===== src/hw/rtl/dcs_pkg.sv =====
`timescale 1ns / 1ps
// ----------------------------------------------------------------------------
// dcs_pkg
// Shared widths, event record, register indexes and the control bundles
// that pass between the selector's store, matcher and sequencer.
// ----------------------------------------------------------------------------
package dcs_pkg;

    localparam int HISTORY_DEPTH = 16;
    localparam int ADDR_W        = (HISTORY_DEPTH > 1) ? $clog2(HISTORY_DEPTH) : 1;
    localparam int FILL_W        = $clog2(HISTORY_DEPTH + 1);

    localparam int ENERGY_W = 16;
    localparam int TIME_W   = 48;
    localparam int POS_W    = 16;
    localparam int TCUT_W   = 24;
    localparam int DCUT_W   = 16;
    localparam int MATCH_W  = 5;
    localparam int COUNT_W  = 32;
    localparam int CFG_IDX_W  = 3;
    localparam int CFG_DATA_W = 24;

    typedef enum logic [CFG_IDX_W-1:0] {
        REG_DELAYED_LOW  = 3'd0,
        REG_DELAYED_HIGH = 3'd1,
        REG_PROMPT_LOW   = 3'd2,
        REG_PROMPT_HIGH  = 3'd3,
        REG_TIME_CUT     = 3'd4,
        REG_DIST_CUT     = 3'd5
    } t_reg_idx;

    typedef struct packed {
        logic        [ENERGY_W-1:0] energy;
        logic        [TIME_W-1:0]   time_ns;
        logic signed [POS_W-1:0]    x;
        logic signed [POS_W-1:0]    y;
        logic signed [POS_W-1:0]    z;
    } t_event;

    // Read request from the sequencer to the store
    typedef struct packed {
        logic              en;
        logic [ADDR_W-1:0] addr;
    } t_rd_req;

    // Registered read beat from the store
    typedef struct packed {
        logic   valid;
        t_event data;
    } t_rd_beat;

    // Matcher result back to the sequencer
    typedef struct packed {
        logic valid;
        logic hit;
        logic busy;
    } t_match_res;

    // Prompt-side cuts seen by the matcher
    typedef struct packed {
        logic [ENERGY_W-1:0] prompt_low;
        logic [ENERGY_W-1:0] prompt_high;
        logic [TCUT_W-1:0]   time_cut;
        logic [DCUT_W-1:0]   dist_cut;
    } t_cuts;

endpackage


===== src/hw/rtl/delayed_coincidence_selector_unit.sv =====
`timescale 1ns / 1ps
// When the event is in the delayed window and the history is not empty, the
// sequencer reads every stored event (at most HISTORY_DEPTH) through the
// matcher, one history read per cycle, then drains the matcher; otherwise it
// goes straight to storing the event. The next beat is taken once the history
// write of the previous one is done. Reset clears the cut registers to their
// defaults, the fill level, write slot and both counters at once.
// ----------------------------------------------------------------------------
// delayed_coincidence_selector_unit
// Prompt/delayed coincidence selector: for an event in the delayed window,
// scans the event history memory one entry a cycle through the matcher, counts
// prompt partners, then stores the new event and reports the counters.
// ----------------------------------------------------------------------------
module delayed_coincidence_selector_unit import dcs_pkg::*; (
    input  logic                       i_clk,
    input  logic                       i_rst_n,
    // event input
    input  logic                       i_valid,
    output logic                       o_ready,
    input  logic [ENERGY_W-1:0]        i_energy_kev,
    input  logic [TIME_W-1:0]          i_time_ns,
    input  logic signed [POS_W-1:0]    i_vertex_x,
    input  logic signed [POS_W-1:0]    i_vertex_y,
    input  logic signed [POS_W-1:0]    i_vertex_z,
    // result output
    output logic                       o_valid,
    input  logic                       i_ready,
    output logic                       o_selected,
    output logic [MATCH_W-1:0]         o_prompt_matches,
    output logic [COUNT_W-1:0]         o_events_seen,
    output logic [COUNT_W-1:0]         o_events_chosen,
    // configuration writes
    input  logic                       i_cfg_valid,
    output logic                       o_cfg_ready,
    input  logic [CFG_IDX_W-1:0]       i_cfg_index,
    input  logic [CFG_DATA_W-1:0]      i_cfg_data
);

    typedef enum logic [1:0] {
        ST_IDLE,
        ST_SCAN,
        ST_DRAIN,
        ST_FINISH
    } t_state;

    t_state r_state;

    logic [ENERGY_W-1:0] r_delayed_low, r_delayed_high;
    logic [ENERGY_W-1:0] r_prompt_low, r_prompt_high;
    logic [TCUT_W-1:0]   r_time_cut;
    logic [DCUT_W-1:0]   r_dist_cut;

    t_event              r_evt;
    logic                r_scan;
    logic [FILL_W-1:0]   r_idx;
    logic [FILL_W-1:0]   r_fill;
    logic [ADDR_W-1:0]   r_slot;
    logic [FILL_W-1:0]   r_matches;
    logic [COUNT_W-1:0]  r_processed;
    logic [COUNT_W-1:0]  r_chosen;

    logic                r_out_valid;
    logic                r_out_sel;
    logic [MATCH_W-1:0]  r_out_matches;
    logic [COUNT_W-1:0]  r_out_seen;
    logic [COUNT_W-1:0]  r_out_chosen;

    t_rd_req             rd_req;
    t_rd_beat            rd_beat;
    t_match_res          mres;
    t_cuts               cuts;
    logic                in_beat;
    logic                out_free;
    logic                wr_en;
    logic                in_window;
    logic                sel_now;
    logic [FILL_W+MATCH_W-1:0] match_ext;

    assign o_ready     = (r_state == ST_IDLE);
    assign o_cfg_ready = 1'b1;
    assign in_beat     = i_valid && o_ready;
    assign out_free    = !r_out_valid || i_ready;
    assign wr_en       = (r_state == ST_FINISH) && out_free;
    assign in_window   = (i_energy_kev >= r_delayed_low) && (i_energy_kev <= r_delayed_high);
    assign sel_now     = r_scan && (r_matches != '0);
    assign match_ext   = (FILL_W + MATCH_W)'(r_matches);

    assign rd_req.en   = (r_state == ST_SCAN);
    assign rd_req.addr = r_idx[ADDR_W-1:0];

    assign cuts.prompt_low  = r_prompt_low;
    assign cuts.prompt_high = r_prompt_high;
    assign cuts.time_cut    = r_time_cut;
    assign cuts.dist_cut    = r_dist_cut;

    dcs_store u_store (
        .i_clk     (i_clk),
        .i_rst_n   (i_rst_n),
        .i_wr_en   (wr_en),
        .i_wr_addr (r_slot),
        .i_wr_data (r_evt),
        .i_rd      (rd_req),
        .o_rd      (rd_beat)
    );

    dcs_match u_match (
        .i_clk   (i_clk),
        .i_rst_n (i_rst_n),
        .i_rd    (rd_beat),
        .i_evt   (r_evt),
        .i_cuts  (cuts),
        .o_res   (mres)
    );

    // configuration registers
    always_ff @(posedge i_clk) begin
        if (!i_rst_n) begin
            r_delayed_low  <= ENERGY_W'(1900);
            r_delayed_high <= ENERGY_W'(2500);
            r_prompt_low   <= ENERGY_W'(700);
            r_prompt_high  <= ENERGY_W'(12000);
            r_time_cut     <= TCUT_W'(1000000);
            r_dist_cut     <= DCUT_W'(1500);
        end else if (i_cfg_valid) begin
            case (t_reg_idx'(i_cfg_index))
                REG_DELAYED_LOW:  r_delayed_low  <= i_cfg_data[ENERGY_W-1:0];
                REG_DELAYED_HIGH: r_delayed_high <= i_cfg_data[ENERGY_W-1:0];
                REG_PROMPT_LOW:   r_prompt_low   <= i_cfg_data[ENERGY_W-1:0];
                REG_PROMPT_HIGH:  r_prompt_high  <= i_cfg_data[ENERGY_W-1:0];
                REG_TIME_CUT:     r_time_cut     <= i_cfg_data[TCUT_W-1:0];
                REG_DIST_CUT:     r_dist_cut     <= i_cfg_data[DCUT_W-1:0];
                default: ;
            endcase
        end
    end

    // event payload, held through the scan
    always_ff @(posedge i_clk) begin
        if (in_beat) begin
            r_evt.energy  <= i_energy_kev;
            r_evt.time_ns <= i_time_ns;
            r_evt.x       <= i_vertex_x;
            r_evt.y       <= i_vertex_y;
            r_evt.z       <= i_vertex_z;
        end
    end

    // sequencer
    always_ff @(posedge i_clk) begin
        if (!i_rst_n) begin
            r_state       <= ST_IDLE;
            r_scan        <= 1'b0;
            r_idx         <= '0;
            r_fill        <= '0;
            r_slot        <= '0;
            r_matches     <= '0;
            r_processed   <= '0;
            r_chosen      <= '0;
            r_out_valid   <= 1'b0;
            r_out_sel     <= 1'b0;
            r_out_matches <= '0;
            r_out_seen    <= '0;
            r_out_chosen  <= '0;
        end else begin
            if (r_out_valid && i_ready && !wr_en) begin
                r_out_valid <= 1'b0;
            end
            if (mres.valid && mres.hit) begin
                r_matches <= r_matches + 1'b1;
            end
            case (r_state)
                ST_IDLE: begin
                    if (in_beat) begin
                        r_scan    <= in_window && (r_fill != '0);
                        r_idx     <= '0;
                        r_matches <= '0;
                        r_state   <= (in_window && (r_fill != '0)) ? ST_SCAN : ST_FINISH;
                    end
                end
                ST_SCAN: begin
                    // advance one history entry a cycle
                    r_idx <= r_idx + 1'b1;
                    if (r_idx == r_fill - 1'b1) begin
                        r_state <= ST_DRAIN;
                    end
                end
                ST_DRAIN: begin
                    if (!mres.busy) begin
                        r_state <= ST_FINISH;
                    end
                end
                ST_FINISH: begin
                    // store the event and publish once the output register is free
                    if (out_free) begin
                        r_out_valid   <= 1'b1;
                        r_out_sel     <= sel_now;
                        r_out_matches <= match_ext[MATCH_W-1:0];
                        r_out_seen    <= r_processed + 1'b1;
                        r_out_chosen  <= r_chosen + COUNT_W'(sel_now);
                        r_processed   <= r_processed + 1'b1;
                        r_chosen      <= r_chosen + COUNT_W'(sel_now);
                        r_slot        <= (r_slot == ADDR_W'(HISTORY_DEPTH - 1)) ?
                                         '0 : r_slot + 1'b1;
                        if (r_fill != FILL_W'(HISTORY_DEPTH)) begin
                            r_fill <= r_fill + 1'b1;
                        end
                        r_state <= ST_IDLE;
                    end
                end
                default: r_state <= ST_IDLE;
            endcase
        end
    end

    assign o_valid          = r_out_valid;
    assign o_selected       = r_out_sel;
    assign o_prompt_matches = r_out_matches;
    assign o_events_seen    = r_out_seen;
    assign o_events_chosen  = r_out_chosen;

    a_fill_bound: assert property (@(posedge i_clk) disable iff (!i_rst_n)
        r_fill <= FILL_W'(HISTORY_DEPTH))
        else $error("fill level above history depth");

    a_match_bound: assert property (@(posedge i_clk) disable iff (!i_rst_n)
        r_matches <= r_fill)
        else $error("more matches than stored events");

    a_idle_quiet: assert property (@(posedge i_clk) disable iff (!i_rst_n)
        o_ready |-> !mres.busy)
        else $error("matcher busy while taking a new event");

    a_seen_track: assert property (@(posedge i_clk) disable iff (!i_rst_n)
        o_valid |-> (o_events_seen == r_processed))
        else $error("reported count out of step with counter");

    a_sel_has_match: assert property (@(posedge i_clk) disable iff (!i_rst_n)
        $rose(o_valid) && o_selected |-> (o_events_chosen == r_chosen) &&
        (r_chosen != $past(r_chosen)))
        else $error("selected event did not advance the chosen counter");

endmodule


===== src/hw/rtl/dcs_store.sv =====
`timescale 1ns / 1ps
// ----------------------------------------------------------------------------
// dcs_store
// Event history memory: one write port, one read port with registered data.
// ----------------------------------------------------------------------------
module dcs_store import dcs_pkg::*; (
    input  logic              i_clk,
    input  logic              i_rst_n,
    input  logic              i_wr_en,
    input  logic [ADDR_W-1:0] i_wr_addr,
    input  t_event            i_wr_data,
    input  t_rd_req           i_rd,
    output t_rd_beat          o_rd
);

    t_event r_mem [HISTORY_DEPTH];
    t_event r_rd_data;
    logic   r_rd_valid;

    always_ff @(posedge i_clk) begin
        if (i_wr_en) begin
            r_mem[i_wr_addr] <= i_wr_data;
        end
        if (i_rd.en) begin
            r_rd_data <= r_mem[i_rd.addr];
        end
    end

    always_ff @(posedge i_clk) begin
        if (!i_rst_n) begin
            r_rd_valid <= 1'b0;
        end else begin
            r_rd_valid <= i_rd.en;
        end
    end

    assign o_rd.valid = r_rd_valid;
    assign o_rd.data  = r_rd_data;

endmodule


===== src/hw/rtl/dcs_match.sv =====
`timescale 1ns / 1ps
// ----------------------------------------------------------------------------
// dcs_match
// Three-stage prompt test of one stored event against the current event:
// window and time checks with vertex differences, then squares, then the
// distance sum against the squared cut.
// ----------------------------------------------------------------------------
module dcs_match import dcs_pkg::*; (
    input  logic       i_clk,
    input  logic       i_rst_n,
    input  t_rd_beat   i_rd,
    input  t_event     i_evt,
    input  t_cuts      i_cuts,
    output t_match_res o_res
);

    localparam int SQ_W  = 2 * POS_W;
    localparam int SUM_W = SQ_W + 2;

    // stage 1
    logic              r_v1;
    logic              r_ok1;
    logic [POS_W-1:0]  r_dx, r_dy, r_dz;
    // stage 2
    logic              r_v2;
    logic              r_ok2;
    logic [SQ_W-1:0]   r_sx, r_sy, r_sz;
    logic [2*DCUT_W-1:0] r_cut2;
    // stage 3
    logic              r_v3;
    logic              r_hit;

    logic              e_ok, t_ok;
    logic [TIME_W-1:0] t_diff;
    logic [POS_W-1:0]  dx, dy, dz;
    logic [SUM_W-1:0]  d2;

    function automatic logic [POS_W-1:0] abs_diff(logic signed [POS_W-1:0] a,
                                                  logic signed [POS_W-1:0] b);
        logic signed [POS_W:0] d;
        logic        [POS_W:0] m;
        d = {a[POS_W-1], a} - {b[POS_W-1], b};
        m = d[POS_W] ? (~d + 1'b1) : d;
        return m[POS_W-1:0];
    endfunction

    always_comb begin
        e_ok   = (i_rd.data.energy >= i_cuts.prompt_low) &&
                 (i_rd.data.energy <= i_cuts.prompt_high);
        t_diff = i_evt.time_ns - i_rd.data.time_ns;
        t_ok   = (i_evt.time_ns >= i_rd.data.time_ns) &&
                 (t_diff <= TIME_W'(i_cuts.time_cut));
        dx     = abs_diff(i_evt.x, i_rd.data.x);
        dy     = abs_diff(i_evt.y, i_rd.data.y);
        dz     = abs_diff(i_evt.z, i_rd.data.z);
        d2     = SUM_W'(r_sx) + SUM_W'(r_sy) + SUM_W'(r_sz);
    end

    always_ff @(posedge i_clk) begin
        r_ok1  <= e_ok && t_ok;
        r_dx   <= dx;
        r_dy   <= dy;
        r_dz   <= dz;
        r_ok2  <= r_ok1;
        r_sx   <= r_dx * r_dx;
        r_sy   <= r_dy * r_dy;
        r_sz   <= r_dz * r_dz;
        r_cut2 <= i_cuts.dist_cut * i_cuts.dist_cut;
        r_hit  <= r_ok2 && (d2 <= SUM_W'(r_cut2));
    end

    always_ff @(posedge i_clk) begin
        if (!i_rst_n) begin
            r_v1 <= 1'b0;
            r_v2 <= 1'b0;
            r_v3 <= 1'b0;
        end else begin
            r_v1 <= i_rd.valid;
            r_v2 <= r_v1;
            r_v3 <= r_v2;
        end
    end

    assign o_res.valid = r_v3;
    assign o_res.hit   = r_hit;
    assign o_res.busy  = i_rd.valid | r_v1 | r_v2 | r_v3;

endmodule

===== config.mk =====
export PLATFORM = sky130hd
export DESIGN_NAME = delayed_coincidence_selector_unit
export DESIGN_NICKNAME = d
export VERILOG_FILES = /design/src/hw/rtl/dcs_pkg.sv /design/src/hw/rtl/delayed_coincidence_selector_unit.sv /design/src/hw/rtl/dcs_store.sv /design/src/hw/rtl/dcs_match.sv
export SDC_FILE = /design/constraint.sdc
export NUM_CORES = 2
export LEC_CHECK = 0
export ABC_AREA = 1
export BUFFER_PORTS_ARGS = -buffer_cell sky130_fd_sc_hd__buf_2
export CAP_MARGIN = 40
export CORE_MARGIN = 1.5
export CORE_UTILIZATION = 45
export DETAILED_ROUTE_END_ITERATION = 10
export SLEW_MARGIN = 20
export SYNTH_ARGS = -nofsm -noshare
export SYNTH_HDL_FRONTEND = slang
export SYNTH_SLANG_ARGS = --single-unit
export TNS_END_PERCENT = 5

===== constraint.sdc =====
create_clock -name i_clk -period 8.07 [get_ports i_clk]
set_input_delay 0 -clock i_clk [delete_from_list [all_inputs] [get_ports i_clk]]
set_output_delay 0 -clock i_clk [all_outputs]
set_load 0.01 [all_outputs]

---- After elaboration in Yosys (flattened, before gate mapping) ----
Memory sizes are Yosys's and may differ from the RTL's. A register that Yosys moved wholly into a read port is not among the register bits.
Index checks and enable logic that the tools add are counted.
storage, ports and cells
  register bits ........................... 492
  latch bits .............................. 0
  RAM bits ................................ 1792
  memory bits (read-only) ................. 0
  input port bits ......................... 144
  output and inout port bits .............. 73
  word-level logic and storage cells ...... 136
  memories ................................ 1
memories
  name           words  bits a word  rd ports  clocked after Yosys merged registers in  write ports  line             RTL
  u_store.r_mem  16     112          1         1                                        1            dcs_store.sv:16  t_event r_mem [HISTORY_DEPTH];
operators by class
  $add $sub $neg .......................... 16
  multipliers ............................. 4
  div/mod/pow operators ................... 0
  magnitude comparators ................... 7
  equality and inequality tests ........... 15
  shift-type cells ........................ 0
  mux-type cells .......................... 20
  bitwise gates (word level) .............. 6
  reductions and logical operators ........ 31
operator list
  kind                                                             number
  16-bit by 16-bit multiplier with 32-bit output                   4
  16-bit by 16-bit subtractor with 17-bit output                   3
  16-bit by 1-bit adder with 16-bit output, second input constant  3
  48-bit greater-or-equal comparator                               1
  48-bit by 24-bit <= comparator with 1-bit output                 1
  16-bit two-way mux                                               3
  16-bit inverter                                                  3
  48-bit subtractor                                                1
  34-bit by 32-bit adder with 34-bit output                        1
  34-bit by 32-bit <= comparator with 1-bit output                 1
  32-bit by 32-bit adder with 33-bit output                        1
  32-bit by 1-bit adder with 32-bit output                         1
  32-bit by 1-bit adder with 32-bit output, second input constant  1
  16-bit greater-or-equal comparator                               2
  16-bit <= comparator                                             2
  5-bit two-way mux                                                4
  2-bit AND reduction                                              9
  5-bit by 1-bit adder with 5-bit output, second input constant    3
  1-bit logical AND                                                12
  2-bit two-way mux                                                5
  5-bit one-hot mux with 2 select lines                            1
  5-bit nonzero test                                               2
  2-bit one-hot mux with 4 select lines                            1
  3-bit by 2-bit == test with 1-bit output, second input constant  2
  other kinds (21)                                                 32

---- Logic depth before layout (Yosys ltp) ----
  depth in word-level cells ............... 8
  depth in mapped cells ................... 35
  mapped depth without buffers ............ 35

---- By module ----
Synthesis repeated with hierarchy kept, for this count alone.
unflattened totals
  cell total of the unflattened synthesis .. 14627
  area total of the unflattened synthesis .. 137194.1 um2
by module, submodules not included
  module                             times used  cells an instance  area each (um2)  sequential area each (um2)
  dcs_store                          1           7351               79874.1          57194.9
  dcs_match                          1           5884               44754.2          3563.4
  delayed_coincidence_selector_unit  1           1392               12565.8          7307.0

---- Least setup slack after synthesis ----
No wires, ideal clock.
  path type ............................... reg-to-reg
  from .................................... register r_state[1]
  to ...................................... memory u_store.r_mem[0][0] (netlist bit), enable pin
  setup time .............................. 0.584 ns
  data arrival time ....................... 5.833 ns
  data required time ...................... 7.486 ns
  setup slack ............................. 1.653 ns
  stages on the path, launching flop included .. 7
  path buffers ............................ 1
  clock period less this slack ............ 6.417 ns
  path through ............................ dfxtp_1 > ha_1 > nand2_4 > inv_6 > clkbuf_1 > nand2_1 > nor2_1
on the way
  longest elaborated chain between the ends .. 4
ends and longest elaborated chain
  what                                     line                                      RTL
  from (decl)                              delayed_coincidence_selector_unit.sv:46   t_state r_state;
  from (signal assigned)                   delayed_coincidence_selector_unit.sv:177  r_state <= (in_window && (r_fill != '0)) ? ST_SCAN : ST_FINISH;
  2-bit == test                            delayed_coincidence_selector_unit.sv:83   assign wr_en = (r_state == ST_FINISH) && out_free;
  1-bit logical AND                        delayed_coincidence_selector_unit.sv:83
  1-bit two-way mux                        dcs_store.sv:21                           if (i_wr_en) begin
  1-bit two-way mux (not written as such)  dcs_store.sv:22                           r_mem[i_wr_addr] <= i_wr_data;
  to (decl)                                dcs_store.sv:16
No other way between the ends.

---- Final worst setup path ----
  from .................................... register r_dist_cut[9]
  to ...................................... register u_match.r_cut2[28]
on the way
  longest elaborated chain between the ends .. 1
ends and longest elaborated chain
  what                                            line                                      RTL
  from (decl)                                     delayed_coincidence_selector_unit.sv:51   logic [DCUT_W-1:0] r_dist_cut;
  from (signal assigned)                          delayed_coincidence_selector_unit.sv:131  REG_DIST_CUT: r_dist_cut <= i_cfg_data[DCUT_W-1:0];
  16-bit by 16-bit multiplier with 32-bit output  dcs_match.sv:68                           r_cut2 <= i_cuts.dist_cut * i_cuts.dist_cut;
  to (signal assigned)                            dcs_match.sv:68
  to (decl)                                       dcs_match.sv:28                           logic [2*DCUT_W-1:0] r_cut2;
No other way between the ends.
A chain may end at the register's enable or synchronous reset.

==> metrics.md <==
| Metric | Value |
|---|---|
| Max_slew headroom | `0.2515` |
| Vias in the first global route | `89,330` |
| Synth Register Bits | `2,392` |
| Total Routing Usage GR | `0.2339` |
| Number of synthesized flops with an enable pin | `2,016` |
| Layout area overhead | `12.98%` |
| Commonest non-fill, non-tap cell in the layout | `edfxtp_1` |
| Critical path endpoint | `u_match.r_cut2[28]` |
| Die area | `292,500 um^2` |
| Worst Hold Class | `input port to register` |
| Synth async-reset ratio | `0` |
| Synth Flop Type | `edfxtp_1` |
| # DRC | `0` |
| Arr. time, crit path | `6990 ps` |
| TritonCTS Buffers | `266` |
| Starting Density | `0.4521` |
| CP bufs+invs | `6` |
| Hpwl dp | `217.6 mm` |
| CP startpoint kind | `register` |
| Worst Skew | `53.14 ps` |
| Synth Instances | `12,140` |
| Routed Antenna Nets | `0` |
| I/O pins | `217` |
| Worst reg2reg path startpoint | `r_dist_cut[9]` |
| Part of the cycle the worst path needs | `0.7709` |
| Core Region | `287,900 um^2` |
| Min cycle time layout | `6221 ps` |
| First-pass GRT wire length | `530.8 mm` |
| Row cnt | `197` |
| RSZ-0062 raised after global routing | `false` |
| CTS tree | `done` |
| FF-to-FF setup slack | `1850 ps` |
| Fillcell total | `25,220` |
| WP depth | `23` |
| Wirelength per Cell | `20.93 um` |
| CP max FO | `17` |
| Setup Viol. Count Final | `0` |
| Register area share after synthesis | `0.5230` |
| H-tree depth | `5` |
| Slowest cell on crit path | `dfxtp_1` |
| Initial DRC Count | `8,059` |
| Reg2Reg Capture Point | `u_match.r_cut2[28]` |
| Cell family with most CP delay | `adder cells` |
| Status | `finished, final reports clean` |
| Routed WL | `345.2 mm` |
| Layout cells sized above 1 | `0.06268` |
| Final Max Slew Viols | `0` |
| Largest net degree at the start of global routing | `210` |
| Vias per inst | `5.402` |
| Skew-Pair Late Insertion Delay | `910 ps` |
| Max-Cap Viols | `0` |
| Vert. Die Dim | `540.8 um` |
| Final Net Count | `14,010` |
| Die W | `540.8 um` |
| Worst-path clk slew | `60 ps` |
| Reg2Reg Depth | `23` |
| Drt first pass iters | `6` |
| Post-synth cell types | `66` |
| Clk root buf | `clkbuf_16` |
| Commonest non-fill, non-tap cells in the layout | `edfxtp_1, inv_1, nand2_1` |
| Post-synth net total | `13,640` |
| Initial antenna violation count | `13` |
| IO buf count | `215` |
| Vias | `89,120` |
| Setup_tns | `0 ps` |
| Mean area per synthesized cell | `10.72 um^2` |
| CP Data Required Time | `8840 ps` |
| Cell Area, Synth | `130,200 um^2` |
| CP Launch Point | `r_dist_cut[9]` |
| Global route overflow | `0` |
| TritonCTS Sinks | `2,392` |
| CP Class | `register to register` |
| Deepest clock path buffer count | `4` |
| Cell chain of the critical path | `nand2_1, fa_1, inv_1, fa_1, inv_1, fa_1, inv_1, fa_1, inv_1, fa_1, fa_1, inv_1, ha_1, nand2_1, inv_1, nand3_1, nor3_1, nand2_1, o211ai_1, nand3_1, nand2_1, a31oi_1, xor2_1` |
| Routability Congestion | `0.9022` |
| CP endpoint kind | `register` |
| CP max stage delay | `870 ps` |
| Final hold violations | `0` |
| Worst-Margin Slew | `1123 ps` |
| Fmax achieved | `160.7 MHz` |
| Yosys Warn Count | `0` |
stage by stage:
| stage | hold WS, ps | utilization | worst slack [ps] | cell area [um^2] | std cells |
|---|---|---|---|---|---|
| after global placement | 176.1 | 0.4689 | 1945 | 135000 | 15720 |
| final | 69.08 | 0.5107 | 1849 | 147000 | 16500 |
| after global routing | 94.73 | 0.5107 | 1507 | 147000 | 16500 |
| after detailed placement | 178.1 | 0.4699 | 1924 | 135300 | 15730 |
| after floorplan | 98.87 | - | 1653 | 130200 | 12140 |
| after CTS | 2.658 | 0.5100 | 1880 | 146800 | 16490 |
routing by layer:
layer / wire (um) / GRT usage / part of all wire / vias to the layer above
li1: - / - / - / 41710
met1: 153300 / 0.3287 / 0.44 / 44320
met2: 164900 / 0.3875 / 0.48 / 2623
met3: 19580 / 0.02597 / 0.057 / 458
met4: 7396 / 0.05778 / 0.021 / 6
met5: 44 / 0 / 0.00013 / -
area by class of cell:
| class | instances | area (um^2) | share of cell area |
|---|---|---|---|
| flip-flops and latches | 2392 | 68080 | 0.4630 |
| repair buffers | 596 | 5258 | 0.03576 |
| multi-input cells | 7382 | 53190 | 0.3618 |
| diodes | 1 | 2.502 | 0.00001702 |
| inverters | 1869 | 7048 | 0.04793 |
| well taps | 3781 | 4731 | 0.03217 |
| clock inverters | 131 | 1434 | 0.009752 |
| clock buffers | 345 | 7296 | 0.04962 |
state kept, by name, indices dropped and copies added (netlist names), 24 cells and up:
| name | cells |
|---|---|
| u_store.r_mem | 1792 |
| u_match.r_cut2 | 31 |
| u_match.r_sx | 31 |
| o_events_seen | 32 |
| u_match.r_sz | 31 |
| r_time_cut | 24 |
| r_evt | 112 |
| o_events_chosen | 32 |
| u_store.o_rd | 112 |
| u_match.r_sy | 31 |
synth_stat cells, types with 5 or more instances:
master | n | area (um^2)
a211oi_1 | 10 | 75.07
a21boi_0 | 9 | 67.56
a21o_1 | 20 | 150.1
a21oi_1 | 475 | 2377
a31oi_1 | 23 | 143.9
buf_1 | 28 | 105.1
buf_2 | 60 | 300.3
buf_4 | 14 | 105.1
clkbuf_1 | 394 | 1479
dfxtp_1 | 376 | 7527
edfxtp_1 | 2016 | 60540
fa_1 | 661 | 13230
ha_1 | 694 | 8683
inv_1 | 1855 | 6963
inv_2 | 10 | 37.54
mux2i_1 | 179 | 1792
nand2_1 | 1634 | 6133
nand2_2 | 9 | 56.30
nand3_1 | 359 | 1797
nand3_2 | 6 | 60.06
nand3b_1 | 9 | 67.56
nand4_1 | 55 | 344.1
nor2_1 | 1420 | 5330
nor2_2 | 14 | 87.58
nor3_1 | 70 | 350.3
nor3_2 | 5 | 50.05
nor3b_1 | 5 | 37.54
nor4_1 | 22 | 137.6
o2111ai_1 | 7 | 61.31
o211ai_1 | 85 | 638.1
o21a_1 | 24 | 180.2
o21ai_0 | 703 | 3518
o21ai_1 | 18 | 90.09
o21bai_1 | 36 | 270.3
o221ai_1 | 184 | 1612
o32ai_1 | 269 | 2356
or2_2 | 8 | 50.05
xnor2_1 | 109 | 954.7
xor2_1 | 216 | 1892
how the worst min path moves through the flow:
stage | cells past startpoint | endpoint | slack (ps) | from
global route | 4 | r_prompt_low[9] | 90 | i_cfg_data[9]
global placement | 1 | r_evt[78] | 180 | i_time_ns[30]
detailed placement | 1 | r_evt[74] | 180 | i_time_ns[26]
floorplan | 0 | r_evt[0] | 100 | i_vertex_z[0]
CTS | 4 | r_delayed_low[6] | 3 | i_cfg_data[6]
finish | 4 | r_delayed_low[6] | 70 | i_cfg_data[6]
worst register-to-register path, delay by kind of cell, from the launching register on:
kind                     cells  cell delay (ps)
flip-flops                   1              870
XOR/XNOR                     1              150
AND/OR/NAND/NOR              7              950
buffers and inverters        6              380
adder cells (fa/ha/maj)      7             3360
AO/OA/AOI/OAI                2              380
kinds of logic after synthesis:
kind of cell	share of synthesized area
and+or+nand+nor	0.1131
adders and majority gates	0.1684
other	0.00002881
buffers and inverters	0.06942
DFF	0.5230
muxes	0.01377
AOI/OAI and AO/OA	0.08991
xor gates and xnor gates	0.02246
timing repair:
| action | 4_1_cts | 5_1_grt |
|---|---|---|
| resized for setup | 0 | 0 |
| hold buffers | 282 | 0 |
| buffers inserted | 0 | 0 |
| hold endpoints to repair | 293 | 0 |
Power is left out: the tool's default activity adds up to more than one toggle a clock period on the data nets, which glitch-free logic cannot reach.
